==> src/design/pcg_pkg.sv <==
// ----------------------------------------------------------------------------
// pcg_pkg
// shared constants, codes and controller/datapath interface types
// ----------------------------------------------------------------------------
`default_nettype none

package pcg_pkg;

    // lcg multiplier 6364136223846793005
    localparam logic [63:0] LCG_MULT   = 64'h5851_F42D_4C95_7F2D;
    localparam logic [63:0] SEED_RESET = 64'd42;
    localparam logic [63:0] STATE_RESET = 64'd0;
    localparam logic [63:0] INC_RESET  = 64'd1;

    // operation codes
    localparam logic [1:0] OP_RESEED  = 2'd0;
    localparam logic [1:0] OP_RAW     = 2'd1;
    localparam logic [1:0] OP_BOUNDED = 2'd2;

    typedef enum logic [3:0] {
        ST_IDLE,
        ST_DISPATCH,
        ST_MUL_LL,
        ST_MUL_HL,
        ST_MUL_LH,
        ST_ADVANCE,
        ST_ADD_SEED,
        ST_MUL_DRAW,
        ST_CHECK,
        ST_DIV_RUN,
        ST_EMIT
    } state_t;

    // operand pairs for the shared 32x32 multiplier
    typedef enum logic [1:0] {
        MUL_LL,
        MUL_HL,
        MUL_LH,
        MUL_DRAW
    } mul_sel_t;

    typedef enum logic [1:0] {
        RES_ZERO,
        RES_DRAW,
        RES_BOUNDED
    } res_sel_t;

    typedef struct packed {
        logic     capture;
        logic     reseed_init;
        logic     add_seed;
        logic     mul_en;
        mul_sel_t mul_sel;
        logic     draw_load;
        logic     acc_load;
        logic     acc_add;
        logic     advance;
        logic     div_start;
        logic     res_load;
        res_sel_t res_sel;
        logic     out_load;
    } dp_cmd_t;

    typedef struct packed {
        logic [1:0] op;
        logic       range_zero;
        logic       low_lt_range;
        logic       low_lt_thr;
        logic       div_last;
        logic       out_free;
    } dp_status_t;

endpackage

`default_nettype wire

==> src/design/pcg_rem.sv <==
// ----------------------------------------------------------------------------
// pcg_rem
// bit-serial remainder unit: (2^32 - divisor) mod divisor, one bit per cycle
// ----------------------------------------------------------------------------
`default_nettype none

module pcg_rem
    import pcg_pkg::*;
(
    input  wire logic        clk,
    input  wire logic        rst_n,
    input  wire logic        start,
    input  wire logic [31:0] divisor,
    output logic             last,
    output logic [31:0]      rem
);

    localparam int REM_W = 32;
    localparam int CNT_W = $clog2(REM_W);

    logic             busy_reg, busy_next;
    logic [CNT_W-1:0] cnt_reg, cnt_next;
    logic [REM_W-1:0] num_reg, num_next;
    logic [REM_W-1:0] rem_reg, rem_next;
    logic [REM_W:0]   trial;
    logic [REM_W:0]   diff;

    assign last = busy_reg && (cnt_reg == '0);
    assign rem  = rem_reg;

    always_comb
    begin
        trial     = {rem_reg, num_reg[REM_W-1]};
        diff      = trial - {1'b0, divisor};
        busy_next = busy_reg;
        cnt_next  = cnt_reg;
        num_next  = num_reg;
        rem_next  = rem_reg;
        if (start)
        begin
            busy_next = 1'b1;
            cnt_next  = '1;
            num_next  = '0 - divisor;
            rem_next  = '0;
        end
        else if (busy_reg)
        begin
            // restoring step, partial remainder stays below the divisor
            rem_next = diff[REM_W] ? trial[REM_W-1:0] : diff[REM_W-1:0];
            num_next = {num_reg[REM_W-2:0], 1'b0};
            cnt_next = cnt_reg - 1'b1;
            if (cnt_reg == '0)
            begin
                busy_next = 1'b0;
            end
        end
    end

    always_ff @(posedge clk or negedge rst_n)
    begin
        if (!rst_n)
        begin
            busy_reg <= 1'b0;
            cnt_reg  <= '0;
        end
        else
        begin
            busy_reg <= busy_next;
            cnt_reg  <= cnt_next;
        end
    end

    always_ff @(posedge clk)
    begin
        num_reg <= num_next;
        rem_reg <= rem_next;
    end

endmodule

`default_nettype wire

==> src/design/pcg_datapath.sv <==
// ----------------------------------------------------------------------------
// pcg_datapath
// generator state, shared multiplier, range logic and output register
// ----------------------------------------------------------------------------
`default_nettype none

module pcg_datapath
    import pcg_pkg::*;
(
    input  wire logic        clk,
    input  wire logic        rst_n,
    input  wire logic        cfg_write,
    input  wire logic [63:0] cfg_data,
    input  wire logic [1:0]  operation,
    input  wire logic [31:0] range_low,
    input  wire logic [31:0] range_high,
    input  wire logic        out_stall,
    input  wire dp_cmd_t     cmd,
    output dp_status_t       status,
    output logic             out_valid,
    output logic [31:0]      random_value
);

    logic [63:0] seed_reg, seed_next;
    logic [63:0] state_reg, state_next;
    logic [63:0] inc_reg, inc_next;
    logic [1:0]  op_reg;
    logic [31:0] lo_reg;
    logic [31:0] range_reg;
    logic [63:0] prod_reg;
    logic [63:0] acc_reg;
    logic [31:0] draw_reg;
    logic [31:0] result_reg;
    logic        out_valid_reg, out_valid_next;
    logic [31:0] random_value_reg;

    logic [31:0] mul_a;
    logic [31:0] mul_b;
    logic [63:0] product;
    logic [31:0] sum_hi;
    logic [31:0] bounded;
    logic [31:0] thr;
    logic        div_last;

    // xsh-rr output permutation of the old state
    function automatic logic [31:0] xsh_rr(input logic [63:0] old);
        logic [63:0] x;
        logic [31:0] mixed;
        logic [4:0]  rot;
        logic [63:0] dbl;
        x     = (old >> 18) ^ old;
        mixed = x[58:27];
        rot   = old[63:59];
        dbl   = {mixed, mixed} >> rot;
        return dbl[31:0];
    endfunction

    pcg_rem u_rem (
        .clk     (clk),
        .rst_n   (rst_n),
        .start   (cmd.div_start),
        .divisor (range_reg),
        .last    (div_last),
        .rem     (thr)
    );

    always_comb
    begin
        case (cmd.mul_sel)
            MUL_LL:
            begin
                mul_a = state_reg[31:0];
                mul_b = LCG_MULT[31:0];
            end
            MUL_HL:
            begin
                mul_a = state_reg[63:32];
                mul_b = LCG_MULT[31:0];
            end
            MUL_LH:
            begin
                mul_a = state_reg[31:0];
                mul_b = LCG_MULT[63:32];
            end
            default:
            begin
                mul_a = draw_reg;
                mul_b = range_reg;
            end
        endcase
    end

    assign product = {32'd0, mul_a} * {32'd0, mul_b};
    assign sum_hi  = acc_reg[63:32] + prod_reg[31:0];
    assign bounded = lo_reg + prod_reg[63:32];

    always_comb
    begin
        seed_next  = cfg_write ? cfg_data : seed_reg;
        state_next = state_reg;
        inc_next   = inc_reg;
        if (cmd.reseed_init)
        begin
            state_next = STATE_RESET;
            inc_next   = {seed_reg[62:0], 1'b1};
        end
        else if (cmd.advance)
        begin
            state_next = {sum_hi, acc_reg[31:0]} + {inc_reg[63:1], 1'b1};
        end
        else if (cmd.add_seed)
        begin
            state_next = state_reg + seed_reg;
        end
    end

    always_comb
    begin
        out_valid_next = out_valid_reg && out_stall;
        if (cmd.out_load)
        begin
            out_valid_next = 1'b1;
        end
    end

    always_ff @(posedge clk or negedge rst_n)
    begin
        if (!rst_n)
        begin
            seed_reg      <= SEED_RESET;
            state_reg     <= STATE_RESET;
            inc_reg       <= INC_RESET;
            out_valid_reg <= 1'b0;
        end
        else
        begin
            seed_reg      <= seed_next;
            state_reg     <= state_next;
            inc_reg       <= inc_next;
            out_valid_reg <= out_valid_next;
        end
    end

    always_ff @(posedge clk)
    begin
        if (cmd.capture)
        begin
            op_reg    <= operation;
            lo_reg    <= range_low;
            range_reg <= range_high - range_low + 32'd1;
        end
        if (cmd.mul_en)
        begin
            prod_reg <= product;
        end
        if (cmd.acc_load)
        begin
            acc_reg <= prod_reg;
        end
        else if (cmd.acc_add)
        begin
            acc_reg[63:32] <= sum_hi;
        end
        if (cmd.draw_load)
        begin
            draw_reg <= xsh_rr(state_reg);
        end
        if (cmd.res_load)
        begin
            case (cmd.res_sel)
                RES_DRAW:    result_reg <= draw_reg;
                RES_BOUNDED: result_reg <= bounded;
                default:     result_reg <= '0;
            endcase
        end
        if (cmd.out_load)
        begin
            random_value_reg <= result_reg;
        end
    end

    assign status.op           = op_reg;
    assign status.range_zero   = (range_reg == '0);
    assign status.low_lt_range = (prod_reg[31:0] < range_reg);
    assign status.low_lt_thr   = (prod_reg[31:0] < thr);
    assign status.div_last     = div_last;
    assign status.out_free     = !out_valid_reg || !out_stall;

    assign out_valid    = out_valid_reg;
    assign random_value = random_value_reg;

endmodule

`default_nettype wire

==> src/design/pcg_ctrl.sv <==
// ----------------------------------------------------------------------------
// pcg_ctrl
// sequencer for reseed, generator step and bounded draw with rejection
// ----------------------------------------------------------------------------
`default_nettype none

module pcg_ctrl
    import pcg_pkg::*;
(
    input  wire logic       clk,
    input  wire logic       rst_n,
    input  wire logic       in_valid,
    input  wire dp_status_t status,
    output dp_cmd_t         cmd,
    output logic            in_stall
);

    state_t state_reg, state_next;
    logic   first_pass_reg, first_pass_next;
    logic   thr_valid_reg, thr_valid_next;

    // next state
    always_comb
    begin
        state_next      = state_reg;
        first_pass_next = first_pass_reg;
        thr_valid_next  = thr_valid_reg;
        unique case (state_reg)
            ST_IDLE:
            begin
                if (in_valid)
                begin
                    state_next = ST_DISPATCH;
                end
            end
            ST_DISPATCH:
            begin
                thr_valid_next  = 1'b0;
                first_pass_next = 1'b1;
                unique case (status.op) inside
                    OP_RESEED, OP_RAW, OP_BOUNDED: state_next = ST_MUL_LL;
                    default:                       state_next = ST_EMIT;
                endcase
            end
            ST_MUL_LL: state_next = ST_MUL_HL;
            ST_MUL_HL: state_next = ST_MUL_LH;
            ST_MUL_LH: state_next = ST_ADVANCE;
            ST_ADVANCE:
            begin
                if (status.op == OP_RESEED && first_pass_reg)
                begin
                    state_next = ST_ADD_SEED;
                end
                else if (status.op == OP_BOUNDED && !status.range_zero)
                begin
                    state_next = ST_MUL_DRAW;
                end
                else
                begin
                    state_next = ST_EMIT;
                end
            end
            ST_ADD_SEED:
            begin
                first_pass_next = 1'b0;
                state_next      = ST_MUL_LL;
            end
            ST_MUL_DRAW: state_next = ST_CHECK;
            ST_CHECK:
            begin
                if (!status.low_lt_range)
                begin
                    state_next = ST_EMIT;
                end
                else if (!thr_valid_reg)
                begin
                    state_next = ST_DIV_RUN;
                end
                else if (status.low_lt_thr)
                begin
                    state_next = ST_MUL_LL;
                end
                else
                begin
                    state_next = ST_EMIT;
                end
            end
            ST_DIV_RUN:
            begin
                if (status.div_last)
                begin
                    thr_valid_next = 1'b1;
                    state_next     = ST_CHECK;
                end
            end
            ST_EMIT:
            begin
                if (status.out_free)
                begin
                    state_next = ST_IDLE;
                end
            end
            default: state_next = ST_IDLE;
        endcase
    end

    // outputs
    always_comb
    begin
        cmd      = '0;
        cmd.mul_sel = MUL_LL;
        cmd.res_sel = RES_ZERO;
        in_stall = (state_reg != ST_IDLE);
        unique case (state_reg)
            ST_IDLE:
            begin
                cmd.capture = in_valid;
            end
            ST_DISPATCH:
            begin
                unique case (status.op) inside
                    OP_RESEED:
                    begin
                        cmd.reseed_init = 1'b1;
                    end
                    OP_RAW, OP_BOUNDED:
                    begin
                        cmd.reseed_init = 1'b0;
                    end
                    default:
                    begin
                        cmd.res_load = 1'b1;
                    end
                endcase
            end
            ST_MUL_LL:
            begin
                cmd.mul_en    = 1'b1;
                cmd.draw_load = 1'b1;
            end
            ST_MUL_HL:
            begin
                cmd.mul_en   = 1'b1;
                cmd.mul_sel  = MUL_HL;
                cmd.acc_load = 1'b1;
            end
            ST_MUL_LH:
            begin
                cmd.mul_en  = 1'b1;
                cmd.mul_sel = MUL_LH;
                cmd.acc_add = 1'b1;
            end
            ST_ADVANCE:
            begin
                cmd.advance = 1'b1;
                if (status.op == OP_RESEED && first_pass_reg)
                begin
                    cmd.res_load = 1'b0;
                end
                else if (status.op == OP_BOUNDED && !status.range_zero)
                begin
                    cmd.res_load = 1'b0;
                end
                else
                begin
                    cmd.res_load = 1'b1;
                    cmd.res_sel  = (status.op == OP_RESEED) ? RES_ZERO : RES_DRAW;
                end
            end
            ST_ADD_SEED:
            begin
                cmd.add_seed = 1'b1;
            end
            ST_MUL_DRAW:
            begin
                cmd.mul_en  = 1'b1;
                cmd.mul_sel = MUL_DRAW;
            end
            ST_CHECK:
            begin
                if (!status.low_lt_range)
                begin
                    cmd.res_load = 1'b1;
                    cmd.res_sel  = RES_BOUNDED;
                end
                else if (!thr_valid_reg)
                begin
                    cmd.div_start = 1'b1;
                end
                else if (!status.low_lt_thr)
                begin
                    cmd.res_load = 1'b1;
                    cmd.res_sel  = RES_BOUNDED;
                end
            end
            ST_DIV_RUN:
            begin
                cmd.div_start = 1'b0;
            end
            ST_EMIT:
            begin
                cmd.out_load = status.out_free;
            end
            default:
            begin
                cmd.out_load = 1'b0;
            end
        endcase
    end

    always_ff @(posedge clk or negedge rst_n)
    begin
        if (!rst_n)
        begin
            state_reg      <= ST_IDLE;
            first_pass_reg <= 1'b0;
            thr_valid_reg  <= 1'b0;
        end
        else
        begin
            state_reg      <= state_next;
            first_pass_reg <= first_pass_next;
            thr_valid_reg  <= thr_valid_next;
        end
    end

endmodule

`default_nettype wire

==> src/design/pcg32_bounded_random_generator.sv <==
// ----------------------------------------------------------------------------
// pcg32_bounded_random_generator
// pcg32 xsh-rr generator with reseed, raw draw and multiply-and-reject
// bounded draw into an inclusive, wrapping range
// ----------------------------------------------------------------------------
// channel   direction  handshake             payload
// in        sink       in_valid / in_stall   operation, range_low, range_high
// out       source     out_valid / out_stall random_value
// cfg       sink       cfg_write             cfg_data (seed)
//
// one item at a time; a generator step runs on the shared 32x32
// multiplier (three partial products of the 64-bit lcg multiply, then the add)
// raw draw: one step; reseed: step, seed add, step; bounded draw: a step,
// the draw-by-range multiply and a check, a new step per redraw, plus the
// serial remainder the first time a low product falls under the range
// reset gives state 0, increment 1, seed 42; no clearing pass
// a waiting result sits in the output register under out_stall while the next
// transfer on the input is already taken
// ----------------------------------------------------------------------------
`default_nettype none

module pcg32_bounded_random_generator
    import pcg_pkg::*;
(
    input  wire logic        clk,
    input  wire logic        rst_n,
    // seed register write
    input  wire logic        cfg_write,
    input  wire logic [63:0] cfg_data,
    // input channel
    input  wire logic        in_valid,
    output logic             in_stall,
    input  wire logic [1:0]  operation,
    input  wire logic [31:0] range_low,
    input  wire logic [31:0] range_high,
    // output channel
    output logic             out_valid,
    input  wire logic        out_stall,
    output logic [31:0]      random_value
);

    // command and status between sequencer and datapath
    dp_cmd_t    cmd;
    dp_status_t status;

    // sequencer: steps the generator, decides on redraws
    pcg_ctrl u_ctrl (
        .clk      (clk),
        .rst_n    (rst_n),
        .in_valid (in_valid),
        .status   (status),
        .cmd      (cmd),
        .in_stall (in_stall)
    );

    // datapath: lcg state, increment, seed, multiplier, remainder unit,
    // output register
    pcg_datapath u_dp (
        .clk          (clk),
        .rst_n        (rst_n),
        .cfg_write    (cfg_write),
        .cfg_data     (cfg_data),
        .operation    (operation),
        .range_low    (range_low),
        .range_high   (range_high),
        .out_stall    (out_stall),
        .cmd          (cmd),
        .status       (status),
        .out_valid    (out_valid),
        .random_value (random_value)
    );

endmodule

`default_nettype wire

==> config.mk <==
export PLATFORM = sky130hd
export DESIGN_NAME = pcg32_bounded_random_generator
export DESIGN_NICKNAME = d
export VERILOG_FILES = /design/src/design/pcg_pkg.sv /design/src/design/pcg_rem.sv /design/src/design/pcg_datapath.sv /design/src/design/pcg_ctrl.sv /design/src/design/pcg32_bounded_random_generator.sv
export SDC_FILE = /design/constraint.sdc
export NUM_CORES = 2
export LEC_CHECK = 0
export BUFFER_PORTS_ARGS = -buffer_cell sky130_fd_sc_hd__buf_2
export CAP_MARGIN = 20
export CORE_MARGIN = 3
export CORE_UTILIZATION = 51
export CTS_CLUSTER_DIAMETER = 200
export DETAILED_ROUTE_END_ITERATION = 16
export PLACE_DENSITY = 0.69
export SLEW_MARGIN = 20
export SYNTH_ARGS = -nofsm -noshare
export SYNTH_HDL_FRONTEND = slang
export SYNTH_SLANG_ARGS = --single-unit
==> constraint.sdc <==
create_clock -name clk -period 9.3 [get_ports clk]
set_input_delay 0.465 -clock clk [delete_from_list [all_inputs] [get_ports clk]]
set_output_delay 0.465 -clock clk [all_outputs]
set_load 0.02 [all_outputs]
==> out/qor.csv <==
metric,value,unit
dieHeight,378,um
yosys_warnings,0,
totalWireLength,292000,um
async_reset_ff_share,36.6,%
reg2reg_depth,33,
path_clk_slew,60,ps
portBuffers,168,
wl_per_cell,29.5,um
nFillCells,12212,
hp-start,range_low[8],
dr.pass1.iters,6,
whs,25.3,ps
period_share,98.9,%
vias_per_cell,6.21,
grt_pass1_wl,417000,um
fin_area,79500,um^2
vias,61434,
track_usage,40.6,%
final_max_slew_viol_count,0,
reg2reg_to,u_dp.prod_reg[63]$_DFFE_PP_,
syn_nets,9316,
relSlewSlack,21.7,%
status,"finished, final reports clean",
start_kind,flop,
period_needed,9200,ps
fin_skew,38.7,ps
clockBufferDepth,3,
max_slew.worst_pin.slew,1170,ps
placed_area,76100,um^2
final_layout_size_suffix_gt1_share,12.1,%
path_buf_inv,8,
reg2reg_from,u_ctrl.state_reg[1]$_DFFE_PN0P_,
fin_nets,9676,
crit_type,flop to flop,
slowest_stage,fa_1,
cp-end-kind,flop,
io_pins,169,
grt_max_degree,84,
ys_seq_elements,558,
cts-root-buf,clkbuf_16,
rows,136,
cts_sinks,558,
grt_overflow,0,
drt_iter0_markers,6923,
core,138000,um^2
yosysTopAreaCell,fa_1,
synth_area,70700,um^2
worstPathRequired,9700,ps
die_area,143000,um^2
whs_endpoint,u_dp.lo_reg[8]$_DFFE_PP_,
synth_cell_types,94,
syn_to_final_growth,12.4,%
grt_pass1_vias,60483,
synth_edf_count,322,
cts_tree,yes,
hp-class,input port to flop,
ff2ff_setup_slack,100,ps
antenna_found_initial,21,
cts_made_buffers,68,
initial_core_util,51.4,%
avgSynthCellArea,9.22,um^2
setup_viol,0,
fmax,0.109,GHz
syn_inst,7669,
critPathMaxStageDelay,680,ps
critPathArrivalTime,9600,ps
startpoint,u_ctrl.state_reg[1]$_DFFE_PN0P_,
crit_fanout,12,
cts_max_level,3,
dp_hpwl,236000,um
holdPathStages,1,
yosys.area.top_type_share,25.5,%
die_w,378,um
clk_latency,690,ps
seq_area_frac_synth,21.8,%
post-route-util,57.7,%
route.antenna.remaining_nets,0,
grt_setup_unrepaired,yes,
max-cap-violations,0,
ys_top_cells_by_area,"fa_1 26%, edfxtp_1 14%, ha_1 11%",
drc,0,
critical-path-top-delay-family,adder cells,
hold_viol_final,0,
ys.flop_type,edfxtp_1,
routabilityCongestion,1.07,
area by class of cell:
class                      count  area (um^2)  share of cell area [%]
antenna                       19         47.5                  0.0598
clock buffer                  87         1870                    2.35
clock inverter                36          378                   0.476
inverter                    1019         3830                    4.82
multi-input combinational   5727        50500                    63.5
sequential                   558        15400                    19.4
tap                         1794         2240                    2.82
timing repair buffer         655         5220                    6.57
stage by stage:
stage          worst slack [ps]  std cells  TNS [ps]
3_3_place_gp               -215       9673      -909
4_1_cts                    1.59       9871         0
6_report                   99.9       9895         0
2_1_floorplan               170       7669         0
3_5_place_dp               -326       9673     -1540
5_1_grt                   -36.1       9877     -36.1
cells in the mapped netlist, drive strengths merged (152+ instances only):
| master | number |
|---|---|
| nor2 | 733 |
| clkbuf | 340 |
| edfxtp | 322 |
| mux2 | 152 |
| dfrtp | 201 |
| nand2 | 826 |
| a21o | 179 |
| a21oi | 424 |
| ha | 610 |
| fa | 902 |
| xnor2 | 224 |
| o21ai | 383 |
| and3 | 225 |
| inv | 1019 |
layer usage:
| layer | GRT usage, % | up-vias | wire, um |
|---|---|---|---|
| met4 | 25.7 | 0 | 23400 |
| met3 | 11.4 | 955 | 34100 |
| li1 | - | 26302 | - |
| met2 | 60.7 | 3707 | 125000 |
| met5 | 0 | - | 0 |
| met1 | 52.0 | 30470 | 110000 |
how the worst max path moves through the flow:
stage / to / depth (start not counted)
floorplan: u_dp.prod_reg[63]$_DFFE_PP_ / 32
global placement: u_dp.prod_reg[60]$_DFFE_PP_ / 31
detailed placement: u_dp.prod_reg[63]$_DFFE_PP_ / 30
CTS: u_dp.prod_reg[63]$_DFFE_PP_ / 32
global route: u_dp.prod_reg[63]$_DFFE_PP_ / 33
finish: u_dp.prod_reg[63]$_DFFE_PP_ / 33
cell families after synthesis:
| family | synth area share, % |
|---|---|
| AOI/OAI and AO/OA | 12.8 |
| xor gates and xnor gates | 4.22 |
| adders and majority gates | 36.3 |
| buffers and inverters | 7.37 |
| DFF | 21.8 |
| muxes | 3.69 |
| and+or+nand+nor | 13.8 |
layout by cell type, fill, tap and decap left out, types with 223 or more instances in the layout:
cell / n
fa_1: 901
a21oi_1: 416
ha_1: 608
inv_1: 1015
xnor2_1: 223
and3_1: 224
o21ai_0: 351
nand2_1: 823
buf_4: 367
edfxtp_1: 322
nor2_1: 712
what timing repair did:
action,in CTS,in global routing
setup endpoints to repair,11,15
gates resized for setup,11,59
hold buffers,74,0
pin swaps,1,8
buffers inserted,1,4
endpoints found under the hold margin,137,0
gates cloned,0,1
Power is left out: the tool's default activity adds up to more than one toggle a clock period on the data nets, which glitch-free logic cannot reach.
